File: src/hdl/ple_pkg.sv
// ----------------------------------------------------------------------------
// Positional list engine package
// Shared constants, command and status codes, state encoding and payload types.
// ----------------------------------------------------------------------------
package ple_pkg;

  localparam int unsigned Depth     = 16;
  localparam int unsigned DataWidth = 32;
  localparam int unsigned IdxW      = $clog2(Depth);
  localparam int unsigned CntW      = $clog2(Depth + 1);
  localparam int unsigned PosW      = 5;

  typedef enum logic [2:0] {
    CmdInsFront = 3'd0,
    CmdInsBack  = 3'd1,
    CmdInsPos   = 3'd2,
    CmdDelFront = 3'd3,
    CmdDelBack  = 3'd4,
    CmdDelPos   = 3'd5
  } cmd_e;

  typedef enum logic [1:0] {
    StDone   = 2'd0,
    StBadPos = 2'd1,
    StFull   = 2'd2,
    StEmpty  = 2'd3
  } status_e;

  typedef enum logic [2:0] {
    SIdle,
    SShiftRd,
    SShiftWr,
    SFinish,
    SRespond
  } state_e;

  typedef struct packed {
    logic [2:0]           cmd;
    logic [DataWidth-1:0] value;
    logic [PosW-1:0]      position;
  } ple_in_t;

  typedef struct packed {
    logic [1:0]      status;
    logic [CntW-1:0] entry_count;
  } ple_out_t;

endpackage

File: src/hdl/positional_list_engine.sv
// ----------------------------------------------------------------------------
// Positional list engine
// Bounded ordered list with insert and delete at front, back or position.
// ----------------------------------------------------------------------------
// Commands arrive as transactions on the in_valid_i/in_ready_o channel and
// each produces exactly one result transaction on out_valid_o/out_ready_i
// holding a status and the entry count after the command.
// The list lives in a single-port-write, single-port-read memory. Entries
// after the point of change are moved one at a time by a shared read/write
// step: each moved entry takes a read state (SShiftRd) and a write state
// (SShiftWr). A rejected command goes from idle straight to the respond
// state, which loads its result. An accepted command first moves its M
// entries (M is at most Depth-1), then passes the finish state, which
// writes an inserted value and updates the count, and then the respond
// state. The engine accepts no new command until the current one has
// placed its result in the output register.
// Reset clears the entry count and empties the output register; the
// memory contents are not cleared, since only slots below the count are used.
// If the receiver stalls, the result waits in the output register and a
// finished command holds the engine until that register is free.
// ----------------------------------------------------------------------------
module positional_list_engine
  import ple_pkg::*;
(
  input  logic    clk_i,
  input  logic    rst_ni,
  input  logic    in_valid_i,
  output logic    in_ready_o,
  input  ple_in_t in_data_i,
  output logic    out_valid_o,
  input  logic    out_ready_i,
  output ple_out_t out_data_o
);

  logic [DataWidth-1:0] mem [Depth];

  state_e               state_q, state_d;
  logic [CntW-1:0]      count_q, count_d;
  logic                 ins_q, ins_d;
  logic [IdxW-1:0]      idx_q, idx_d;
  logic [IdxW-1:0]      ptr_q, ptr_d;
  logic [DataWidth-1:0] val_q, val_d;
  status_e              status_q, status_d;
  logic [DataWidth-1:0] rd_data_q;
  logic                 out_valid_q, out_valid_d;
  ple_out_t             out_data_q, out_data_d;

  logic                 mem_we;
  logic [IdxW-1:0]      mem_waddr;
  logic [DataWidth-1:0] mem_wdata;
  logic [IdxW-1:0]      mem_raddr;

  logic [IdxW-1:0]      step_addr;
  logic [CntW-1:0]      count_p1;
  logic [IdxW-1:0]      pos_m1;
  logic [IdxW-1:0]      cnt_m1;

  assign count_p1  = count_q + CntW'(1);
  assign pos_m1    = IdxW'(in_data_i.position - PosW'(1));
  assign cnt_m1    = IdxW'(count_q - CntW'(1));
  assign step_addr = ins_q ? (ptr_q - IdxW'(1)) : (ptr_q + IdxW'(1));
  assign mem_raddr = step_addr;

  always_comb begin
    state_d     = state_q;
    count_d     = count_q;
    ins_d       = ins_q;
    idx_d       = idx_q;
    ptr_d       = ptr_q;
    val_d       = val_q;
    status_d    = status_q;
    out_valid_d = out_valid_q;
    out_data_d  = out_data_q;
    mem_we      = 1'b0;
    mem_waddr   = ptr_q;
    mem_wdata   = rd_data_q;

    if (out_valid_q && out_ready_i) begin
      out_valid_d = 1'b0;
    end

    case (state_q)
      SIdle: begin
        if (in_valid_i) begin
          val_d    = in_data_i.value;
          status_d = StDone;
          ins_d    = 1'b0;
          idx_d    = '0;
          case (cmd_e'(in_data_i.cmd))
            CmdInsFront, CmdInsBack, CmdInsPos: begin
              ins_d = 1'b1;
              if (count_q == CntW'(Depth)) begin
                status_d = StFull;
              end else if (in_data_i.cmd == CmdInsFront) begin
                idx_d = '0;
              end else if (in_data_i.cmd == CmdInsBack) begin
                idx_d = IdxW'(count_q);
              end else if (in_data_i.position == '0 ||
                           {1'b0, in_data_i.position} > {1'b0, count_p1}) begin
                status_d = StBadPos;
              end else begin
                idx_d = pos_m1;
              end
            end
            CmdDelFront, CmdDelBack, CmdDelPos: begin
              if (count_q == '0) begin
                status_d = StEmpty;
              end else if (in_data_i.cmd == CmdDelFront) begin
                idx_d = '0;
              end else if (in_data_i.cmd == CmdDelBack) begin
                idx_d = cnt_m1;
              end else if (in_data_i.position == '0 ||
                           {1'b0, in_data_i.position} > {1'b0, count_q}) begin
                status_d = StBadPos;
              end else begin
                idx_d = pos_m1;
              end
            end
            default: begin
              status_d = StBadPos;
            end
          endcase

          ptr_d = ins_d ? IdxW'(count_q) : idx_d;
          if (status_d != StDone) begin
            state_d = SRespond;
          end else if (ins_d ? (count_q > CntW'(idx_d))
                             : ((CntW'(idx_d) + CntW'(1)) < count_q)) begin
            state_d = SShiftRd;
          end else begin
            state_d = SFinish;
          end
        end
      end
      SShiftRd: begin
        state_d = SShiftWr;
      end
      SShiftWr: begin
        mem_we    = 1'b1;
        mem_waddr = ptr_q;
        mem_wdata = rd_data_q;
        ptr_d     = step_addr;
        if (ins_q ? (step_addr > idx_q)
                  : ((CntW'(step_addr) + CntW'(1)) < count_q)) begin
          state_d = SShiftRd;
        end else begin
          state_d = SFinish;
        end
      end
      SFinish: begin
        if (ins_q) begin
          mem_we    = 1'b1;
          mem_waddr = idx_q;
          mem_wdata = val_q;
          count_d   = count_q + CntW'(1);
        end else begin
          count_d   = count_q - CntW'(1);
        end
        state_d = SRespond;
      end
      SRespond: begin
        if (!out_valid_q || out_ready_i) begin
          out_valid_d            = 1'b1;
          out_data_d.status      = status_q;
          out_data_d.entry_count = count_q;
          state_d                = SIdle;
        end
      end
      default: begin
        state_d = SIdle;
      end
    endcase
  end

  always_ff @(posedge clk_i or negedge rst_ni) begin
    if (!rst_ni) begin
      state_q     <= SIdle;
      count_q     <= '0;
      out_valid_q <= 1'b0;
    end else begin
      state_q     <= state_d;
      count_q     <= count_d;
      out_valid_q <= out_valid_d;
    end
  end

  always_ff @(posedge clk_i) begin
    ins_q      <= ins_d;
    idx_q      <= idx_d;
    ptr_q      <= ptr_d;
    val_q      <= val_d;
    status_q   <= status_d;
    out_data_q <= out_data_d;
  end

  always_ff @(posedge clk_i) begin
    if (mem_we) begin
      mem[mem_waddr] <= mem_wdata;
    end
    rd_data_q <= mem[mem_raddr];
  end

  assign in_ready_o  = (state_q == SIdle);
  assign out_valid_o = out_valid_q;
  assign out_data_o  = out_data_q;

  a_count_range: assert property (@(posedge clk_i) disable iff (!rst_ni)
    count_q <= CntW'(Depth))
    else $error("Entry count exceeds the list depth.");

  a_count_step: assert property (@(posedge clk_i) disable iff (!rst_ni)
    !$stable(count_q) |-> $past(state_q) == SFinish &&
      (count_q == $past(count_q) + CntW'(1) || count_q == $past(count_q) - CntW'(1)))
    else $error("Entry count changed outside the finish step or by more than one.");

  a_result_load: assert property (@(posedge clk_i) disable iff (!rst_ni)
    $rose(out_valid_q) |-> $past(state_q) == SRespond)
    else $error("A result appeared without passing through the respond step.");

  a_shift_bound: assert property (@(posedge clk_i) disable iff (!rst_ni)
    (state_q == SShiftWr && ins_q) |-> ptr_q > idx_q)
    else $error("Insert shift wrote at or below the insertion slot.");

  a_hold_result: assert property (@(posedge clk_i) disable iff (!rst_ni)
    (state_q == SRespond && out_valid_q && !out_ready_i) |=> state_q == SRespond)
    else $error("Respond step left while the output register was occupied.");

endmodule

File: config.mk
export PLATFORM = sky130hd
export DESIGN_NAME = positional_list_engine
export DESIGN_NICKNAME = d
export VERILOG_FILES = /design/src/hdl/ple_pkg.sv /design/src/hdl/positional_list_engine.sv
export SDC_FILE = /design/constraint.sdc
export NUM_CORES = 1
export LEC_CHECK = 0
export BUFFER_PORTS_ARGS = -buffer_cell sky130_fd_sc_hd__clkbuf_2
export CAP_MARGIN = 20
export CORE_AREA = 2 2 68 70
export DETAILED_ROUTE_END_ITERATION = 7
export DIE_AREA = 0 0 70 72
export GPL_ROUTABILITY_DRIVEN = 0
export PLACE_DENSITY = 0.78
export SLEW_MARGIN = 15
export SYNTH_ARGS = -nofsm -noshare
export SYNTH_HDL_FRONTEND = slang
export SYNTH_SLANG_ARGS = --single-unit
File: constraint.sdc
create_clock -name clk_i -period 8.8 [get_ports clk_i]
set_input_delay 0.88 -clock clk_i [delete_from_list [all_inputs] [get_ports clk_i]]
set_output_delay 0.88 -clock clk_i [all_outputs]
set_load 0.02 [all_outputs]
* After elaboration in Yosys (flattened, before gate mapping)
Index checks and enable logic that the tools add are counted.
Storage, ports and cells: register bits after elaboration 27, output and inout port bits 9
Cells by class: reduce and logical (&&, ||, !) cells 17, equal/unequal tests 12, magnitude comparators 6, multiplexer cells 41, $add $sub $neg 7
Operators by type and width (number):
- $mux W4 | 13
- $pmux W4 S2 | 2
- $pmux W3 S5 | 1
- $mux W1 | 14
- $eq A3 B2 Y1 const B | 4
- $mux W2 | 6
- $add A4 B1 Y5 const B | 2
- $gt A5 B5 Y1 | 2
- $logic_not A5 Y1 | 2
- $lt A5 B5 Y1 | 2
- $eq A3 B3 Y1 const B | 3
- $mux W3 | 3
- $reduce_and A2 Y1 | 4
- $sub A4 B1 Y4 const B | 2
- $eq A3 B1 Y1 const B | 2
- $logic_not A3 Y1 | 2
- $reduce_or A3 Y1 | 2
- $add A5 B1 Y5 const B | 1
- $eq A5 B5 Y1 const B | 1
- $gt A5 B4 Y1 | 1
- $mux W5 | 1
- $sub A5 B1 Y5 const B | 1
- $add A4 B1 Y4 const B | 1
- $gt A4 B4 Y1 | 1
- 6 further kinds | 10

* Logic depth before layout (Yosys ltp)
Gate-level depths: netlist of run 1.
word-level depth 17, depth in mapped cells 19, depth with buffers taken out 18

* Worst setup path after synthesis of run 1
No wires, ideal clock.
kind flip-flop to flip-flop, start register count_q[0], end register state_q[1], period minus slack after synthesis 3.568 ns, arrival 3.438 ns, required time 8.671 ns, cell stages (with the launch flop) 20, slack 5.232 ns, path through dfrtp_1 > buf_2 > inv_1 > ha_1 > inv_1 > ha_1 > nor2b_1 > o21ai_0 > a32o_1 > a31oi_2 > o22ai_2 > ha_1 > ha_1 > nor2b_1 > o21a_1 > o21ai_0 > nand2b_1 > a21oi_1 > o22a_1 > o32ai_1
On the way: word-level cells in the longest chain between the ends 17
Ends and longest elaborated chain:
- start, declared | line positional_list_engine.sv:38 | logic [CntW-1:0] count_q, count_d;
- start signal, assigned | line positional_list_engine.sv:182 | count_q <= count_d;
- $add A5 B1 Y5 | line positional_list_engine.sv:58 | assign count_p1 = count_q + CntW'(1);
- $gt A5 B5 Y1 | line positional_list_engine.sv:99 | {1'b0, in_data_i.position} > {1'b0, count_p1}) begin
- $logic_or A1 B1 Y1 | line positional_list_engine.sv:98 | end else if (in_data_i.position == '0 ||
- $mux W4 | line positional_list_engine.sv:98
- $mux W4 | line positional_list_engine.sv:96 | end else if (in_data_i.cmd == CmdInsBack) begin
- $mux W4 | line positional_list_engine.sv:94 | end else if (in_data_i.cmd == CmdInsFront) begin
- $mux W4 | line positional_list_engine.sv:92 | if (count_q == CntW'(Depth)) begin
- $pmux W4 S2 | line positional_list_engine.sv:89 | case (cmd_e'(in_data_i.cmd))
- $mux W4 | line positional_list_engine.sv:84 | if (in_valid_i) begin
- $mux W4 | line positional_list_engine.sv:82 | case (state_q)
- $add A4 B1 Y5 | line positional_list_engine.sv:128 | : ((CntW'(idx_d) + CntW'(1)) < count_q)) begin
- $lt A5 B5 Y1 | line positional_list_engine.sv:128
- $mux W1 | line positional_list_engine.sv:127 | end else if (ins_d ? (count_q > CntW'(idx_d))
- $mux W2 | line positional_list_engine.sv:127
- $mux W3 | line positional_list_engine.sv:125 | if (status_d != StDone) begin
- $mux W3 | line positional_list_engine.sv:84
- $pmux W3 S5 (*) | line positional_list_engine.sv:82
- end signal, assigned | line positional_list_engine.sv:177 | state_q <= SIdle;
- end signal, assigned | line positional_list_engine.sv:181 | state_q <= state_d;
- end, declared | line positional_list_engine.sv:37 | state_e state_q, state_d;
Mark *: on every way between the ends. The rest lies on a longest branch, timed or not. The select of a mux whose other input is x is not followed. A chain may end at the register's enable or synchronous reset.

* Worst setup path in the final report of run 1
Same ends and word-level chain as after synthesis.

==> flow_summary_export.csv, run 1 <==
group,metric,value,unit
logic_synthesis,netlist_instances,247,
final_layout,layout_common_cells,"ha_1 (35), inv_1 (24), clkbuf_2 (20)",
setup_path,cp_cell_sequence,"inv_1 > ha_1 > inv_1 > ha_1 > nor2b_1 > o21ai_0 > a32o_1 > a31oi_2 > o22ai_2 > ha_1 > ha_1 > nor2b_1 > o21a_1 > o21ai_0 > nand2b_1 > a21oi_1 > o22a_1 > o32ai_1",
setup_path,crit_path_max_fanout,12,
grt,grt-ovfl-total,0,
grt,grt_pass1_vias,1833,
setup_path,required,8.96,ns
routing,postRouteAntennaNets,0,
logic_synthesis,syn_area,2410,µm²
sta,slew_viol_final,0,
routing,wl_per_cell,15.8,µm
clock_tree,numClockSinks,27,
power_and_ir_drop,comb_power_share,63.8,%
routing,first_pass_iters,4,
logic_synthesis,syn_area_per_cell,9.75,µm²
floorplan,rows,24,
setup_path,crit_type,"register to register",
final_layout,area_growth,6.55,%
power_and_ir_drop,p_seq_share,28.7,%
floorplan,dieArea,5040,µm²
clock_tree,h-tree-depth,1,
power_and_ir_drop,internal_power,0.492,mW
sta,min_period,4.25,ns
sta,final_hold_viol_count,0,
grt,antenna_found_initial,0,
setup_path,cpMostUsedCell,"ha_1",
grt,grt_pass1_wl,8570,µm
final_layout,regArea,766,µm²
power_and_ir_drop,power,0.915,mW
grt,grt_use_total,21.3,%
clock_tree,cts-root-buf,"clkbuf_8",
power_and_ir_drop,p_switching,0.423,mW
setup_path,slowest_delay,0.65,ns
placed_design,portBuffers,20,
setup_path,critPathCaptureType,"register",
clock_tree,hold_buffers,0,
final_layout,multi_input_area,1490,µm²
floorplan,ioPinCount,53,
power_and_ir_drop,p_leak,1.13,nW
power_and_ir_drop,vdd_drop_max,0.136,mV
logic_synthesis,ys_ff_latch,27,
power_and_ir_drop,switching_share,46.3,%
logic_synthesis,yosysSeqAreaShare,31.8,%
floorplan,initial_core_util,56.5,%
sta,finalSetupViolations,0,
sta,rsz0062_at_grt,"no",
sta,finalCritPeriodShare,48.3,%
placed_design,dp_hpwl,3970,µm
logic_synthesis,syn-num-nets,327,
setup_path,crit_arrival,4.41,ns
min_path,hold_path.class,"primary input to asynchronous set/reset pin",
grt,grt_max_degree,15,
sta,fmax,0.235,GHz
clock_tree,clockBufferDepth,2,
logic_synthesis,synth-main-ff-cell,"edfxtp_1",
final_layout,nets,345,
floorplan,die_w,70,µm
setup_path,cpMaxStageDelayCell,"dfrtp_1",
logic_synthesis,synth_edf_count,18,
sta,slew_headroom,62.9,%
flow_run,drv_cap,0,
power_and_ir_drop,powerDensity,357,nW/µm²
clock_tree,cts_setup_buffers,0,
routing,route.detailed.drc,0,
clock_tree,cts_resized,0,
floorplan,coreArea,4260,µm²
logic_synthesis,async_flop_share,33.3,%
placed_design,dpl.cell_count,312,
routing,vias,1872,
final_layout,drive_gt1_share,17.0,%
sta,setup_tns,0,ns
routing,wirelength,4990,µm
run_status,status,"complete, no violations",
sta,clock_skew,0.00794,ns
logic_synthesis,ys_types,60,
setup_path,r2r-end,"state_q[1]",
clock_tree,tritoncts,"built",
routing,drt_iter0_markers,99,
routing,routed_via_density,5.92,
clock_tree,clk_pin_slew,0.09,ns
final_layout,diodes,0,
sta,worst_slew_pin_slew,0.555,ns
floorplan,chipHeight,72,µm
power_and_ir_drop,clkPwrFrac,7.6,%
final_layout,fin_cells,316,
final_layout,fill_cells,370,
logic_synthesis,yosysWarnings,0,
final_layout,final_core_util,60.2,%
setup_path,ff2ff_path_depth,18,
setup_path,regToRegStartpoint,"count_q[0]",
clock_tree,insertion_delay,0.27,ns
clock_tree,cts_inserted_buffers,3,
setup_path,r2r_setup_slack,4.55,ns
final_layout,layout_commonest_cell,"ha_1",
setup_path,startpoint_type,"register",
power by group through the flow:
stage | combinational [mW] | sequential [mW] | clock [mW]
detailed placement | 0.578 | 0.266 | 0
global placement | 0.555 | 0.263 | 0
CTS | 0.582 | 0.263 | 0.0686
floorplan | 0.460 | 0.244 | 0
finish | 0.583 | 0.262 | 0.0694
global route | 0.669 | 0.272 | 0.0740
layer usage:
metal  vias up  track usage, %  share of wire [%]  wire length [µm]
li1        932               -                  -                 -
met1       877            28.8                 45              2270
met2        56            35.8                 48              2370
met3         7            2.22                5.3               264
met4         0            7.91                1.7                84
met5         -               0                  0                 0
stage by stage:
step	hold WS, ns	area, µm²	setup slack [ns]
after floorplan	0.400	2410	5.23
after global placement	0.405	2520	4.64
after detailed placement	0.421	2520	4.53
after CTS	0.441	2560	4.52
after global routing	0.445	2560	4.16
final	0.436	2560	4.55
layout make-up:
class / count / share of cell area, %
flip-flops and latches: 27 / 29.9
well taps: 52 / 2.54
clock buffers: 4 / 1.76
repair buffers: 20 / 3.90
inverters: 26 / 3.80
multi-input cells: 187 / 58.1
cell usage after synthesis (3+ instances only):
cell type	n	area share, %
a211oi_1	3	0.94
a21o_1	5	1.6
a21oi_1	11	2.3
a21oi_2	4	1.5
and3_1	3	0.78
dfrtp_1	9	9.4
edfxtp_1	18	22
ha_1	35	18
inv_1	24	3.7
nand2_1	10	1.6
nand2b_1	7	1.8
nand4_1	3	0.78
nor2_1	13	2.0
nor2b_1	5	1.3
nor3_1	6	1.2
o21ai_0	14	2.9
o22ai_1	4	1.0
o22ai_2	3	1.6
xnor2_1	13	4.7
xor2_1	5	1.8
how the worst max path moves through the flow:
stage / startpoint / to / slack (ns) / cells after the start
after global routing: count_q[0] / state_q[1] / 4.16 / 18
final: count_q[0] / state_q[1] / 4.55 / 18
after CTS: count_q[0] / state_q[1] / 4.52 / 18
after detailed placement: count_q[0] / state_q[1] / 4.53 / 18
after floorplan: count_q[0] / state_q[1] / 5.23 / 19
after global placement: count_q[0] / state_q[1] / 4.64 / 18
logic make-up (layout without fill, tap and decap cells):
family,after synthesis,in the layout,synth area share (%)
compound gates,61,61,18.0
simple gates,70,70,17.5
flops,27,27,31.8
mux,2,2,0.884
buf+inv,33,50,6.24
fa+ha+maj,36,36,19.0
xor+xnor,18,18,6.55
registers in the layout, indices dropped and copies added (netlist names):
| signal | count |
|---|---|
| out_data_o | 7 |
| count_q | 5 |
| idx_q | 4 |
| ptr_q | 4 |
| state_q | 3 |
| status_q | 2 |
| ins_q | 1 |
| out_valid_o | 1 |
critical path, delay by kind of cell, from the launching register on:
kind	cells	cell delay [ns]
flops	1	0.65
compound gates	9	1.63
simple gates	3	0.34
fa+ha+maj	4	1.23
buf+inv	2	0.28
Note: power is estimated with default switching activity, not from simulation.
==> inputs of run 2 (changes only) <==
- CORE_AREA: 2 2 68 70 -> 2 2 73 75
- DIE_AREA: 0 0 70 72 -> 0 0 75 77
- PLACE_DENSITY: 0.78 -> 0.71
- clock period: 8.8 -> 3.6 ns (I/O delays scaled with it)
==> run 2 against run 1 <==
Worst setup slack worse by 4.5 ns; sequential share of layout area down 2.3 points; first-iteration DRC count down 10%; combinational power rose to 2.9 times the previous value; global-route usage down 1.9 points; critical endpoint unchanged; largest cell class unchanged.
==> flow_summary_export.csv, run 2 (synthesized netlist as in run 1, its figures left out) <==
group,metric,value,unit
routing,wl_per_cell,14.4,µm
floorplan,coreArea,4980,µm²
power_and_ir_drop,p_seq_share,24.1,%
grt,grt_pass1_vias,1867,
clock_tree,insertion_delay,0.27,ns
final_layout,largest_reg_flops,7,
sta,finalCritPeriodShare,98.4,%
min_path,worstHoldStart,"out_ready_i",
sta,slew_headroom,68.3,%
power_and_ir_drop,comb_power_share,69.1,%
routing,postRouteAntennaNets,0,
sta,fmax,0.282,GHz
sta,rsz0062_at_grt,"yes",
setup_path,startpoint_type,"register",
routing,vias,1943,
clock_tree,clk_pin_slew,0.09,ns
sta,final_hold_viol_count,0,
power_and_ir_drop,p_switching,1.07,mW
final_layout,area_growth,15.7,%
routing,routed_via_density,5.46,
floorplan,dieArea,5780,µm²
power_and_ir_drop,vdd_drop_max,0.335,mV
routing,drt_iter0_markers,89,
sta,min_period,3.54,ns
final_layout,multi_input_area,1520,µm²
grt,grt_max_degree,16,
final_layout,fill_cells,443,
setup_path,startpoint,"count_q[0]",
floorplan,ioPinCount,53,
power_and_ir_drop,clkPwrFrac,6.8,%
sta,holdWs,0.374,ns
floorplan,initial_core_util,48.4,%
clock_tree,h-tree-depth,1,
final_layout,design_area,2790,µm²
clock_tree,clockBufferDepth,2,
sta,finalWorstSetupSlack,0.0566,ns
grt,antenna_found_initial,0,
min_path,hold_path.class,"primary input to register",
routing,first_pass_iters,4,
grt,grt-ovfl-total,0,
clock_tree,tritoncts,"built",
routing,route.detailed.drc,0,
floorplan,rows,26,
power_and_ir_drop,p_leak,1.25,nW
placed_design,placed_area,2690,µm²
clock_tree,cts_inserted_buffers,3,
setup_path,crit_type,"register to register",
clock_tree,cts-root-buf,"clkbuf_8",
power_and_ir_drop,switching_share,44.3,%
routing,wirelength,5140,µm
placed_design,detailedPlace.worstSlack,-0.00368,ns
grt,grt_use_total,19.5,%
floorplan,die_w,75,µm
sta,slew_viol_final,0,
final_layout,diodes,0,
setup_path,regToRegStartpoint,"count_q[0]",
placed_design,portBuffers,20,
placed_design,dp_hpwl,4130,µm
power_and_ir_drop,powerDensity,870,nW/µm²
setup_path,crit_path_max_fanout,3,
final_layout,drive_gt1_share,25.2,%
power_and_ir_drop,internal_power,1.35,mW
setup_path,critPathCaptureType,"register",
clock_tree,numClockSinks,27,
sta,finalSetupViolations,0,
flow_run,drv_cap,0,
setup_path,crit_arrival,3.70,ns
sta,worst_slew_pin_slew,0.476,ns
power_and_ir_drop,power,2.42,mW
floorplan,chipHeight,77,µm
final_layout,nets,367,
run_status,status,"complete, no violations",
grt,grt_pass1_wl,8790,µm
final_layout,regArea,767,µm²
setup_path,required,3.75,ns
sta,setup_tns,0,ns
sta,clock_skew,0.00683,ns
final_layout,layout_commonest_cell,"ha_1",
final_layout,layout_common_cells,"ha_1 (34), inv_1 (24), buf_4 (21)",
[run 2: worst max-delay path: stages, from the launching register on]
cell and delay (ns):
dfrtp_1 0.41, ha_2 0.20, nand3_1 0.11, xnor2_2 0.17
ha_1 0.29, and3_2 0.18, o21ai_0 0.08, a32o_2 0.25
a31oi_4 0.16, o22ai_2 0.11, ha_1 0.30, ha_1 0.26
nor2b_1 0.12, o21a_1 0.16, o21ai_1 0.11, nand2b_1 0.07
a21oi_1 0.14, o22a_1 0.20, o32ai_2 0.09
[run 2: area by class of cell]
type | instances | area share (%)
Tap cell | 70 | 3.14
Inverter | 26 | 3.50
Clock inverter | 1 | 0.180
Timing Repair Buffer | 42 | 9.61
Multi-Input combinational cell | 187 | 54.5
Sequential cell | 27 | 27.5
Clock buffer | 3 | 1.48
[run 2: repair_timing]
item / 4_1_cts / 5_1_grt
setup endpoints to repair: 1 / 1
pin swaps: 1 / 3
hold endpoints to repair: 9 / 0
hold buffers: 1 / 0
gates cloned: 0 / 0
buffers inserted: 2 / 0
resized for setup: 1 / 6
[run 2: worst paths after layout]
kind / slack (ns) / depth (start not counted) / to
setup / recovery: 0.06 / 18 / state_q[1]
hold / removal: 0.37 / 3 / out_valid_o
setup reg to reg: 0.06 / 18 / state_q[1]
hold reg to reg: 0.43 / 0 / out_data_o[5]
max in group asynchronous: 2.90 / 2 / count_q[2]
min in group asynchronous: 0.48 / 2 / out_valid_o
[run 2: routing by layer]
metal | part of all wire [%] | GRT usage (%)
met1 | 47 | 27.3
met2 | 48 | 31.6
met3 | 4.2 | 2.50
met4 | 0.68 | 4.29
met5 | 0 | 0
[run 2: per-stage QoR]
stage / instances / utilization, %
2_1_floorplan: 247 / -
3_3_place_gp: 349 / 53.9
3_5_place_dp: 349 / 53.9
4_1_cts: 356 / 55.5
5_1_grt: 356 / 56.0
6_report: 356 / 56.0
[run 2: power by group through the flow]
stage / sequential [mW] / combinational [mW] / clock [mW]
3_3_place_gp: 0.584 / 1.57 / 0
5_1_grt: 0.599 / 1.89 / 0.183
3_5_place_dp: 0.588 / 1.61 / 0
6_report: 0.583 / 1.67 / 0.165
4_1_cts: 0.580 / 1.66 / 0.169
2_1_floorplan: 0.598 / 1.13 / 0
==> inputs of run 3 (changes only) <==
- ABC_AREA: unset -> 1
==> run 3 against run 2 <==
Combinational power down 2%; via count up 10%; die area unchanged; total power down 3.0%; cell count up 19%; maximum frequency up 7.9%; critical path type unchanged; largest cell class unchanged.
==> flow_summary_export.csv, run 3 <==
group,metric,value,unit
run_status,status,"complete, no violations",
sta,holdWs,0.293,ns
logic_synthesis,synth-main-ff-cell,"edfxtp_1",
final_layout,nets,435,
setup_path,startpoint_type,"register",
routing,drt_iter0_markers,102,
clock_tree,cts_inserted_buffers,3,
logic_synthesis,synth_top_cells_by_area,"edfxtp_1 (23%), ha_1 (18%), nand2_1 (12%)",
routing,vias,2138,
logic_synthesis,syn_area,2400,µm²
sta,worst_slew_pin_slew,0.637,ns
logic_synthesis,synth_edf_count,18,
logic_synthesis,synth_top_cell_by_area,"edfxtp_1",
logic_synthesis,synthTopCellsByCount,"nand2_1 (78), inv_1 (44), ha_1 (35)",
logic_synthesis,syn-num-nets,393,
logic_synthesis,ys_ff_latch,27,
sta,clock_skew,0.00259,ns
floorplan,dieArea,5780,µm²
min_path,hold_end,"out_valid_o",
setup_path,slowest_delay,0.41,ns
final_layout,diodes,0,
final_layout,area_growth,17.6,%
clock_tree,numClockSinks,27,
setup_path,cp_num_buf_inv,2,
grt,grt_use_total,20.4,%
routing,first_pass_iters,4,
routing,routed_via_density,5.04,
routing,route.detailed.drc,0,
final_layout,drive_gt1_share,20.1,%
clock_tree,insertion_delay,0.27,ns
flow_run,drv_cap,0,
placed_design,dp_hpwl,4360,µm
grt,grt-ovfl-total,0,
final_layout,layout_common_cells,"nand2_1 (75), inv_1 (44), ha_1 (32)",
logic_synthesis,yosysWarnings,0,
setup_path,critPathCaptureType,"register",
clock_tree,clk_pin_slew,0.08,ns
sta,fmax,0.305,GHz
sta,slew_viol_final,0,
setup_path,crit_arrival,3.48,ns
floorplan,die_w,75,µm
grt,grt_pass1_wl,9120,µm
power_and_ir_drop,powerDensity,832,nW/µm²
sta,slew_headroom,57.3,%
clock_tree,cts-root-buf,"clkbuf_8",
logic_synthesis,syn_area_per_cell,7.67,µm²
final_layout,largest_reg_flops,7,
grt,grt_pass1_vias,1976,
setup_path,crit_type,"register to register",
logic_synthesis,async_flop_share,33.3,%
logic_synthesis,netlist_instances,313,
placed_design,portBuffers,20,
final_layout,layout_commonest_cell,"nand2_1",
sta,min_period,3.28,ns
setup_path,cp_cell_sequence,"ha_2 > nand3_1 > xor2_1 > inv_1 > ha_4 > nand2_1 > nor2_1 > nand2_1 > nand3_1 > nand2_2 > nand3_1 > nand2_1 > nand3_1 > nand2_2 > ha_4 > xnor2_2 > inv_1 > ha_1 > a21oi_2 > o21ai_1 > o21ai_1 > nand2_1 > nand4_1 > a21oi_1",
logic_synthesis,yosys.area.top_type_share,22.5,%
floorplan,rows,26,
sta,final_hold_viol_count,0,
min_path,hold_path.class,"primary input to register",
floorplan,chipHeight,77,µm
routing,wirelength,5440,µm
setup_path,crit_path_max_fanout,4,
routing,postRouteAntennaNets,0,
setup_path,regToRegStartpoint,"count_q[1]",
clock_tree,h-tree-depth,1,
clock_tree,clockBufferDepth,2,
power_and_ir_drop,p_leak,1.41,nW
floorplan,initial_core_util,48.2,%
final_layout,design_area,2820,µm²
logic_synthesis,ys_types,28,
grt,antenna_found_initial,0,
routing,wl_per_cell,12.8,µm
sta,setup_tns,0,ns
setup_path,ff2ff_path_depth,24,
placed_design,placed_area,2670,µm²
min_path,worstHoldStart,"out_ready_i",
clock_tree,tritoncts,"built",
setup_path,crit_family,"simple AND/OR/NAND/NOR gates",
setup_path,required,3.80,ns
logic_synthesis,yosysSeqAreaShare,31.9,%
sta,finalCritPeriodShare,91.2,%
setup_path,cpMaxStageDelayCell,"dfrtp_1",
sta,finalSetupViolations,0,
floorplan,coreArea,4980,µm²
setup_path,r2r-end,"state_q[1]",
power_and_ir_drop,vdd_drop_max,0.338,mV
floorplan,ioPinCount,53,
logic_synthesis,synth.most_common_cell,"nand2_1",
setup_path,r2r_setup_slack,0.32,ns
power_and_ir_drop,power,2.35,mW
grt,grt_max_degree,15,
min_path,hold_depth,2,
-- run 3: cell types whose count changed after synthesis, sizes merged, moves of 5 or more --
cell	before	now
inv	26	51
nand2b	7	0
nand3	3	28
nor2b	5	0
xnor2	13	5
a21o	5	0
o22ai	7	0
nor2	14	20
o21ai	14	21
nand2	10	83
-- run 3: timing repair --
item / CTS / global route
endpoints found under the hold margin: 9 / 0
resized for setup: 0 / 14
setup endpoints to repair: 0 / 1
setup buffers: 0 / 6
hold buffers: 1 / 0
-- run 3: routing by layer --
metal | track usage [%] | share of wire [%]
met1 | 28.5 | 47
met2 | 33.7 | 48
met3 | 1.18 | 2.9
met4 | 5.71 | 1.9
met5 | 0 | 0
-- run 3: worst max-delay path by stage --
stage                from    endpoint  slack (ns)  depth (start not counted)
2_1_floorplan  count_q[0]  state_q[1]        0.34                         24
3_3_place_gp   count_q[0]  state_q[1]        0.12                         24
3_5_place_dp   count_q[0]  state_q[1]        0.09                         24
4_1_cts        count_q[0]  state_q[1]        0.05                         24
5_1_grt        count_q[1]  state_q[1]       -0.04                         24
6_report       count_q[1]  state_q[1]        0.32                         24
-- run 3: power breakdown --
part	internal, mW	leakage [nW]	switching (mW)
Combinational	0.655	1.10	0.971
Sequential	0.474	0.287	0.0841
Clock	0.0792	0.0228	0.0870
-- run 3: cell type report --
type,count,area (µm²)
clock buffer,4,45.0
fill,467,2150
inverter,51,191
multi-input combinational,234,1490
sequential,27,767
tap,70,87.6
timing repair buffer,38,241
-- run 3: kinds of logic (layout without fill, tap and decap cells) --
kind of cell | after synthesis | in the layout | synth area share [%]
AND/OR/NAND/NOR | 143 | 143 | 26.7
buffers and inverters | 52 | 93 | 8.13
AO/OA/AOI/OAI | 42 | 42 | 9.43
adder cells (fa/ha/maj) | 36 | 36 | 19.1
flip-flops | 27 | 27 | 31.9
XOR/XNOR | 13 | 13 | 4.74
-- run 3: stage by stage --
step                util [%]  setup slack (ns)  instances
floorplan                  -             0.340        313
global placement        53.6             0.123        413
global route            56.7           -0.0436        424
finish                  56.7             0.316        424
CTS                     54.7            0.0503        418
detailed placement      53.6            0.0940        413
-- run 3: worst register-to-register path: cells and delay by family (launching register included) --
family / cells / cell delay, ns
fa+ha+maj: 4 / 0.96
compound gates: 4 / 0.43
flops: 1 / 0.41
buf+inv: 2 / 0.15
xor+xnor: 2 / 0.29
simple gates: 12 / 1.00
